$ cat config.mk
export PLATFORM = sky130hd
export DESIGN_NAME = base64url_bit_encoder_flat
export DESIGN_NICKNAME = d
export VERILOG_FILES = /design/src/sv/b64e_pkg.sv /design/src/sv/b64e_ifs.sv /design/src/sv/b64e_front.sv /design/src/sv/b64e_queue.sv /design/src/sv/b64e_back.sv /design/src/sv/base64url_bit_encoder.sv /design/src/flat_wrapper.sv
export SDC_FILE = /design/constraint.sdc
export NUM_CORES = 1
export LEC_CHECK = 0
export BUFFER_PORTS_ARGS = -buffer_cell sky130_fd_sc_hd__buf_2
export CELL_PAD_IN_SITES_DETAIL_PLACEMENT = 0
export CELL_PAD_IN_SITES_GLOBAL_PLACEMENT = 1
export CORE_MARGIN = 1
export CORE_UTILIZATION = 51
export CTS_BUF_LIST = sky130_fd_sc_hd__clkbuf_4
export CTS_CLUSTER_SIZE = 40
export DETAILED_ROUTE_END_ITERATION = 10
export MAX_ROUTING_LAYER = met4
export PLACE_DENSITY_LB_ADDON = 0.25
export SLEW_MARGIN = 30
export SYNTH_ARGS = -nofsm -noshare
export SYNTH_HDL_FRONTEND = slang
export SYNTH_HIERARCHICAL = 1
export SYNTH_SLANG_ARGS = --single-unit
$ cat constraint.sdc
create_clock -name clk -period 8.31 [get_ports clk]
set_input_delay 0.4155 -clock clk [delete_from_list [all_inputs] [get_ports clk]]
set_output_delay 0.4155 -clock clk [all_outputs]
set_load 0.01 [all_outputs]
$ cat src/sv/b64e_pkg.sv
`timescale 1ns / 1ps
// ----------------------------------------------------------------------------
// b64e_pkg
// Shared types, constants and the character map of the base64url encoder.
// ----------------------------------------------------------------------------
package b64e_pkg;

    localparam int GROUP_W   = 6;
    localparam int CHAR_W    = 7;
    localparam int SLOTS     = 3;   // data characters one item can cause
    localparam int QDEPTH    = 2;

    localparam logic [CHAR_W-1:0] CH_UPPER_A = 7'd65;
    localparam logic [CHAR_W-1:0] CH_LOWER_A = 7'd97;
    localparam logic [CHAR_W-1:0] CH_ZERO    = 7'd48;
    localparam logic [CHAR_W-1:0] CH_DASH    = 7'h2D;
    localparam logic [CHAR_W-1:0] CH_UNDER   = 7'h5F;
    localparam logic [CHAR_W-1:0] CH_PAD     = 7'h3D;

    typedef logic [GROUP_W-1:0] group_t;

    // One item's work for the output side: data groups, then '=' padding.
    typedef struct packed {
        group_t [SLOTS-1:0] groups;
        logic   [1:0]       n_data;
        logic   [1:0]       n_pad;
        logic               last;
    } desc_t;

    function automatic logic [CHAR_W-1:0] map_group(input group_t g);
        logic [CHAR_W-1:0] gx;
        gx = {1'b0, g};
        if (g <= 6'd25)
        begin
            return gx + CH_UPPER_A;
        end
        else if (g <= 6'd51)
        begin
            return gx + CH_LOWER_A - 7'd26;
        end
        else if (g <= 6'd61)
        begin
            return gx + CH_ZERO - 7'd52;
        end
        else if (g == 6'd62)
        begin
            return CH_DASH;
        end
        return CH_UNDER;
    endfunction

endpackage

$ cat src/sv/b64e_ifs.sv
`timescale 1ns / 1ps
// ----------------------------------------------------------------------------
// b64e channel interfaces
// Valid/ready channels for input bit items and output characters.
// ----------------------------------------------------------------------------
interface b64e_in_if;
    logic       valid;
    logic       ready;
    logic [7:0] in_bits;
    logic [3:0] bit_count;
    logic       last;

    modport source (output valid, in_bits, bit_count, last, input ready);
    modport sink   (input valid, in_bits, bit_count, last, output ready);
endinterface

interface b64e_out_if;
    logic       valid;
    logic       ready;
    logic [6:0] out_char;
    logic       end_of_run;
    logic       end_of_stream;

    modport source (output valid, out_char, end_of_run, end_of_stream, input ready);
    modport sink   (input valid, out_char, end_of_run, end_of_stream, output ready);
endinterface

$ cat src/sv/b64e_front.sv
`timescale 1ns / 1ps
// ----------------------------------------------------------------------------
// b64e_front
// Accepts bit items, forms 6-bit groups and padding count, tracks stream state.
// ----------------------------------------------------------------------------
module b64e_front (
    input  logic            clk,
    input  logic            rst_n,
    b64e_in_if.sink         in_ch,
    output logic            push,
    output b64e_pkg::desc_t push_desc,
    input  logic            push_ready
);
    import b64e_pkg::*;

    logic [4:0] leftover_bits_reg, leftover_bits_next;
    logic [2:0] leftover_count_reg, leftover_count_next;
    logic [1:0] phase_reg, phase_next;
    logic       seen_reg, seen_next;

    logic [3:0]  bc;
    logic [12:0] data;
    logic [12:0] acc;
    logic [3:0]  total;
    logic [3:0]  rem;
    logic [4:0]  rem_val;
    logic        accept;
    logic [2:0]  n_chars;
    desc_t       d;

    assign in_ch.ready = push_ready;
    assign accept      = in_ch.valid && push_ready;

    always_comb
    begin
        bc    = (in_ch.bit_count > 4'd8) ? 4'd8 : in_ch.bit_count;
        data  = {5'd0, in_ch.in_bits} & ((13'd1 << bc) - 13'd1);
        acc   = ({8'd0, leftover_bits_reg} << bc) | data;
        total = {1'b0, leftover_count_reg} + bc;

        d        = '0;
        d.last   = in_ch.last;
        rem      = total;
        if (total >= 4'd12)
        begin
            d.groups[0] = group_t'(acc >> (total - 4'd6));
            d.groups[1] = group_t'(acc >> (total - 4'd12));
            d.n_data    = 2'd2;
            rem         = total - 4'd12;
        end
        else if (total >= 4'd6)
        begin
            d.groups[0] = group_t'(acc >> (total - 4'd6));
            d.n_data    = 2'd1;
            rem         = total - 4'd6;
        end
        rem_val = 5'(acc & ((13'd1 << rem) - 13'd1));

        seen_next = seen_reg || (bc != 4'd0);

        // Zero-fill the partial group on the final item.
        if (in_ch.last && rem != 4'd0)
        begin
            case (d.n_data)
                2'd0:    d.groups[0] = group_t'({1'b0, rem_val} << (4'd6 - rem));
                2'd1:    d.groups[1] = group_t'({1'b0, rem_val} << (4'd6 - rem));
                default: d.groups[2] = group_t'({1'b0, rem_val} << (4'd6 - rem));
            endcase
            d.n_data = d.n_data + 2'd1;
        end

        phase_next = phase_reg + d.n_data;
        if (in_ch.last && seen_next)
        begin
            d.n_pad = 2'd0 - phase_next;
        end

        n_chars = {1'b0, d.n_data} + {1'b0, d.n_pad};

        leftover_bits_next  = rem_val;
        leftover_count_next = rem[2:0];
        if (in_ch.last)
        begin
            leftover_bits_next  = '0;
            leftover_count_next = '0;
            phase_next          = '0;
            seen_next           = 1'b0;
        end
    end

    // Items that cause no character are dropped here.
    assign push      = accept && (n_chars != 3'd0);
    assign push_desc = d;

    always_ff @(posedge clk or negedge rst_n)
    begin
        if (!rst_n)
        begin
            leftover_bits_reg  <= '0;
            leftover_count_reg <= '0;
            phase_reg          <= '0;
            seen_reg           <= 1'b0;
        end
        else if (accept)
        begin
            leftover_bits_reg  <= leftover_bits_next;
            leftover_count_reg <= leftover_count_next;
            phase_reg          <= phase_next;
            seen_reg           <= seen_next;
        end
    end

endmodule

$ cat src/sv/b64e_queue.sv
`timescale 1ns / 1ps
// ----------------------------------------------------------------------------
// b64e_queue
// Two-entry descriptor queue between the group former and the char emitter.
// ----------------------------------------------------------------------------
module b64e_queue (
    input  logic            clk,
    input  logic            rst_n,
    input  logic            push,
    input  b64e_pkg::desc_t push_desc,
    output logic            push_ready,
    input  logic            pop,
    output logic            head_valid,
    output b64e_pkg::desc_t head_desc
);
    import b64e_pkg::*;

    localparam int PTR_W = $clog2(QDEPTH);

    desc_t            mem_reg [QDEPTH];
    logic [PTR_W-1:0] wr_ptr_reg, rd_ptr_reg;
    logic [PTR_W:0]   count_reg;

    assign push_ready = (count_reg != (PTR_W+1)'(QDEPTH));
    assign head_valid = (count_reg != '0);
    assign head_desc  = mem_reg[rd_ptr_reg];

    always_ff @(posedge clk)
    begin
        if (push && push_ready)
        begin
            mem_reg[wr_ptr_reg] <= push_desc;
        end
    end

    always_ff @(posedge clk or negedge rst_n)
    begin
        if (!rst_n)
        begin
            wr_ptr_reg <= '0;
            rd_ptr_reg <= '0;
            count_reg  <= '0;
        end
        else
        begin
            if (push && push_ready)
            begin
                wr_ptr_reg <= (wr_ptr_reg == PTR_W'(QDEPTH - 1)) ? '0 : wr_ptr_reg + 1'b1;
            end
            if (pop && head_valid)
            begin
                rd_ptr_reg <= (rd_ptr_reg == PTR_W'(QDEPTH - 1)) ? '0 : rd_ptr_reg + 1'b1;
            end
            count_reg <= count_reg + (PTR_W+1)'(push && push_ready)
                                   - (PTR_W+1)'(pop && head_valid);
        end
    end

endmodule

$ cat src/sv/b64e_back.sv
`timescale 1ns / 1ps
// ----------------------------------------------------------------------------
// b64e_back
// Steps through the head descriptor: one character per cycle while ready.
// ----------------------------------------------------------------------------
module b64e_back (
    input  logic            clk,
    input  logic            rst_n,
    input  logic            head_valid,
    input  b64e_pkg::desc_t head_desc,
    output logic            pop,
    b64e_out_if.source      out_ch
);
    import b64e_pkg::*;

    logic [2:0]        idx_reg, idx_next;
    logic              valid_reg;
    logic [CHAR_W-1:0] char_reg, char_next;
    logic              run_reg, stream_reg;
    logic [2:0]        n_total;
    logic              load;
    logic              final_char;

    assign load       = head_valid && (!valid_reg || out_ch.ready);
    assign n_total    = {1'b0, head_desc.n_data} + {1'b0, head_desc.n_pad};
    assign final_char = (idx_reg == n_total - 3'd1);
    assign pop        = load && final_char;

    always_comb
    begin
        char_next = CH_PAD;
        if (idx_reg < {1'b0, head_desc.n_data})
        begin
            case (idx_reg[1:0])
                2'd0:    char_next = map_group(head_desc.groups[0]);
                2'd1:    char_next = map_group(head_desc.groups[1]);
                default: char_next = map_group(head_desc.groups[2]);
            endcase
        end
        idx_next = final_char ? 3'd0 : idx_reg + 3'd1;
    end

    always_ff @(posedge clk or negedge rst_n)
    begin
        if (!rst_n)
        begin
            idx_reg   <= '0;
            valid_reg <= 1'b0;
        end
        else
        begin
            if (load)
            begin
                idx_reg   <= idx_next;
                valid_reg <= 1'b1;
            end
            else if (out_ch.ready)
            begin
                valid_reg <= 1'b0;
            end
        end
    end

    always_ff @(posedge clk)
    begin
        if (load)
        begin
            char_reg   <= char_next;
            run_reg    <= final_char;
            stream_reg <= final_char && head_desc.last;
        end
    end

    assign out_ch.valid         = valid_reg;
    assign out_ch.out_char      = char_reg;
    assign out_ch.end_of_run    = run_reg;
    assign out_ch.end_of_stream = stream_reg;

endmodule

$ cat src/sv/base64url_bit_encoder.sv
// An accepted item is registered into the descriptor queue, and each of its characters
// then passes through the output register. One character per cycle leaves the output
// register while the receiver is ready; an item holds the emitter until all its characters
// are out. Input stalls only when the two-entry descriptor queue is full.
// Reset (rst_n, async, active low) clears stream state, queue and output valid.
`timescale 1ns / 1ps
// ----------------------------------------------------------------------------
// base64url_bit_encoder
// Streaming URL-safe base64 encoder over a bit stream of any length.
// ----------------------------------------------------------------------------
module base64url_bit_encoder (
    input  logic        clk,
    input  logic        rst_n,
    b64e_in_if.sink     in_ch,
    b64e_out_if.source  out_ch
);
    import b64e_pkg::*;

    logic  q_push, q_ready, q_pop, q_valid;
    desc_t q_in_desc, q_head_desc;

    b64e_front u_front (
        .clk        (clk),
        .rst_n      (rst_n),
        .in_ch      (in_ch),
        .push       (q_push),
        .push_desc  (q_in_desc),
        .push_ready (q_ready)
    );

    b64e_queue u_queue (
        .clk        (clk),
        .rst_n      (rst_n),
        .push       (q_push),
        .push_desc  (q_in_desc),
        .push_ready (q_ready),
        .pop        (q_pop),
        .head_valid (q_valid),
        .head_desc  (q_head_desc)
    );

    b64e_back u_back (
        .clk        (clk),
        .rst_n      (rst_n),
        .head_valid (q_valid),
        .head_desc  (q_head_desc),
        .pop        (q_pop),
        .out_ch     (out_ch)
    );

`ifndef SYNTHESIS
    a_pop_needs_head: assert property (@(posedge clk) disable iff (!rst_n)
        q_pop |-> q_valid)
        else $error("pop of empty descriptor queue");

    a_push_has_room: assert property (@(posedge clk) disable iff (!rst_n)
        q_push |-> q_ready)
        else $error("push into full descriptor queue");

    a_stream_ends_run: assert property (@(posedge clk) disable iff (!rst_n)
        out_ch.valid && out_ch.end_of_stream |-> out_ch.end_of_run)
        else $error("end_of_stream without end_of_run");

    a_no_empty_desc: assert property (@(posedge clk) disable iff (!rst_n)
        q_valid |-> (q_head_desc.n_data != 2'd0 || q_head_desc.n_pad != 2'd0))
        else $error("queued descriptor carries no characters");
`endif

endmodule

$ cat src/flat_wrapper.sv
// flat-port wrapper written by rule: the top's interface ports become plain ports
module base64url_bit_encoder_flat import b64e_pkg::*;
  (clk, rst_n, in_ch_valid, in_ch_in_bits, in_ch_bit_count, in_ch_last, in_ch_ready, out_ch_valid, out_ch_out_char, out_ch_end_of_run, out_ch_end_of_stream, out_ch_ready);
  b64e_in_if in_ch_i ();
  b64e_out_if out_ch_i ();
  input  logic clk;
  input  logic rst_n;
  input wire logic [$bits(in_ch_i.valid)-1:0] in_ch_valid;
  input wire logic [$bits(in_ch_i.in_bits)-1:0] in_ch_in_bits;
  input wire logic [$bits(in_ch_i.bit_count)-1:0] in_ch_bit_count;
  input wire logic [$bits(in_ch_i.last)-1:0] in_ch_last;
  output wire logic [$bits(in_ch_i.ready)-1:0] in_ch_ready;
  output wire logic [$bits(out_ch_i.valid)-1:0] out_ch_valid;
  output wire logic [$bits(out_ch_i.out_char)-1:0] out_ch_out_char;
  output wire logic [$bits(out_ch_i.end_of_run)-1:0] out_ch_end_of_run;
  output wire logic [$bits(out_ch_i.end_of_stream)-1:0] out_ch_end_of_stream;
  input wire logic [$bits(out_ch_i.ready)-1:0] out_ch_ready;
  assign in_ch_i.valid = in_ch_valid;
  assign in_ch_i.in_bits = in_ch_in_bits;
  assign in_ch_i.bit_count = in_ch_bit_count;
  assign in_ch_i.last = in_ch_last;
  assign in_ch_ready = in_ch_i.ready;
  assign out_ch_valid = out_ch_i.valid;
  assign out_ch_out_char = out_ch_i.out_char;
  assign out_ch_end_of_run = out_ch_i.end_of_run;
  assign out_ch_end_of_stream = out_ch_i.end_of_stream;
  assign out_ch_i.ready = out_ch_ready;
  base64url_bit_encoder u_core (.clk(clk), .rst_n(rst_n), .in_ch(in_ch_i), .out_ch(out_ch_i));
endmodule
==> flow_metrics.tcl <==
set metrics [dict create \
    status "finished, final reports clean" \
    startpoint "in_ch_bit_count[3]" \
    cp_slowest_cell "nor2b_1" \
    layout_commonest_cell "nand2_1" \
    rsz0062_at_grt "no" \
    netlist_area_mm2 0.00682 \
    portBuffers 27 \
    root_buffer "clkbuf_4" \
    critPathMaxStageDelay_ns 0.50 \
    crit_top_cell "ha_1" \
    cts_setup_buffers 0 \
    synth.avg_cell_area_um2 9.25 \
    cts_sinks 74 \
    fin_crit_sh_pct 87.1 \
    reg2regPathDepth 26 \
    holdPathEnd "u_core/u_front/seen_reg$_DFFE_PN0P_" \
    rr_endpoint "u_core/u_queue/mem_reg[0][12]$_DFFE_PP_" \
    ios 28 \
    area_growth_pct 5.17 \
    tightest_slew_ns 0.947 \
    firstDrtPassIters 5 \
    drive_gt1_share_pct 14.2 \
    relSlewSlack_pct 36.8 \
    final-hold-violation-count 0 \
    min-delay-path-class "in2reg" \
    final_nets 805 \
    r2r_slack_ns 1.34 \
    maxCapViolCount 0 \
    numCtsBuffers 9 \
    antenna_cells 0 \
    fillers 1190 \
    cts_resized 0 \
    end_kind "register" \
    die_w_um 118 \
    clk_latency_ns 0.41 \
    syn-instance-count 737 \
    worstSetupPathType "in2reg" \
    grt.overflow.total 0 \
    start_util_pct 53.2 \
    place_area_mm2 0.00701 \
    synth_top_flop_cell "edfxtp_1" \
    routed_via_density 6.39 \
    grt_pass1_vias 5396 \
    postLayoutCoreUtil_pct 55.9 \
    tns_ns 0 \
    drtIter0Drc 631 \
    critPathMaxFanout 32 \
    routed_wl_um 17400 \
    setup_viol 0 \
    wl_per_cell_um 19.0 \
    dr_total_vias 5856 \
    r2r_start "u_core/u_front/leftover_count_reg[2]$_DFFE_PN0P_" \
    synth_edf_count 55 \
    clockBufferDepth 2 \
    start_kind "primary input" \
    remaining_drc_errors 0 \
    grt_pass1_wl_um 28300 \
    synthArstFlopShare_pct 25.7 \
    ant_nets 0 \
    grt_max_degree 33 \
    synth.distinct_cells 88 \
    multi_input_area_mm2 0.00434 \
    hold_depth 2 \
    holdBufCountCts 1 \
    fin_crit_ns 7.24 \
    core-area_mm2 0.0128 \
    die_y_um 118 \
    place_congestion 0.924 \
    grt_util_all_layers_pct 26.5 \
    arrival_ns 7.33 \
    fmax_ghz 0.138 \
    antenna_found_initial 0 \
    finalClockSkew_ns 0.0119 \
    synth_seq_area_share_pct 31.2 \
    synth_seq_cells 74 \
    hold_path.startpoint "in_ch_valid" \
    num_rows 41 \
    syn_nets 802 \
    ys_warn_count 6 \
    cp_data_required_time_ns 8.40 \
    cts_tree "built" \
    drv_slew 0 \
    fin_area_mm2 0.00717 \
    die-area_mm2 0.0138 \
    register_area_mm2 0.00213 \
    htree_levels 3 \
    cts.reportedPaths.clkPinSlew_ns 0.12 \
    layout_common_cells "nand2_1, edfxtp_1, ha_1, nor2_1, o21ai_0" \
    dp_hpwl_um 13400 \
    largest_reg_flops 46 \
]
-- through the flow --
step	hold slack (ns)	instances	worst slack (ns)
floorplan	0.120	737	0.728
CTS	0.158	917	1.16
detailed placement	0.381	900	0.699
global placement	0.374	900	0.939
global route	0.174	917	0.443
finish	0.199	917	1.07
-- cell type report --
class,instances,area share (%)
multi-input combinational,582,60.5
timing repair buffer,34,2.65
inverter,39,2.04
tap,172,3.00
clock buffer,9,0.942
sequential,74,29.7
clock inverter,7,1.17
-- kinds of logic (layout without fill, tap and decap cells) --
family / count (synthesis) / after routing / share of synthesized area [%]
multiplexers: 55 / 55 / 10.4
XOR/XNOR: 22 / 22 / 2.83
AND/OR/NAND/NOR: 245 / 245 / 18.1
flip-flops: 74 / 74 / 31.2
buffers and inverters: 81 / 89 / 5.17
adder cells (fa/ha/maj): 49 / 49 / 9.08
AO/OA/AOI/OAI: 211 / 211 / 23.2
-- worst max-delay path, delay by kind of cell --
kind | cells | cell delay, ns
compound gates | 8 | 2.05
simple gates | 10 | 1.79
fa+ha+maj | 5 | 1.53
buf+inv | 3 | 0.88
xor+xnor | 2 | 0.50
mux | 1 | 0.15
-- how the worst max path moves through the flow --
stage          slack [ns]                                      end
3_5_place_dp         0.70  u_core/u_queue/mem_reg[0][14]$_DFFE_PP_
5_1_grt              0.44   u_core/u_queue/mem_reg[0][3]$_DFFE_PP_
4_1_cts              1.16  u_core/u_queue/mem_reg[0][22]$_DFFE_PP_
6_report             1.07  u_core/u_queue/mem_reg[0][12]$_DFFE_PP_
3_3_place_gp         0.94  u_core/u_queue/mem_reg[0][14]$_DFFE_PP_
2_1_floorplan        0.73   u_core/u_queue/mem_reg[0][0]$_DFFE_PP_
-- synth_stat cells (7+ instances only) --
cell       count  area share (%)
a22o_1         7            0.90
nor3_1        16             1.2
dfrtp_1       19             7.0
mux2_4        19             4.2
and2_1        12             1.1
nand2_1       77             4.2
or3_1         12             1.1
edfxtp_1      55              24
xnor2_1       16             2.1
a21oi_1       19             1.4
o21ai_0       38             2.8
inv_1         37             2.0
a31oi_1       18             1.7
o22ai_1        8            0.73
o21a_1         8            0.88
clkbuf_1      29             1.6
nand3_1       22             1.6
mux2_2         8             1.3
mux2i_1       19             2.8
ha_1          47             8.6
a221o_1        7             1.0
o2111ai_1      7            0.90
nor2b_1        7            0.64
o211ai_1      10             1.1
nor2_1        43             2.4
nand2b_1      11             1.0
o311ai_0       7            0.90
-- layer usage --
metal	part of all wire [%]	GRT usage, %	vias up
met4	1.5	7.13	0
met2	46	40.9	214
met5	0	-	-
li1	-	-	2806
met1	44	34.9	2815
met3	7.7	5.96	21
Power is not shown: default switching activity piles up to over one toggle a cycle in this logic, so the estimate is an artifact.
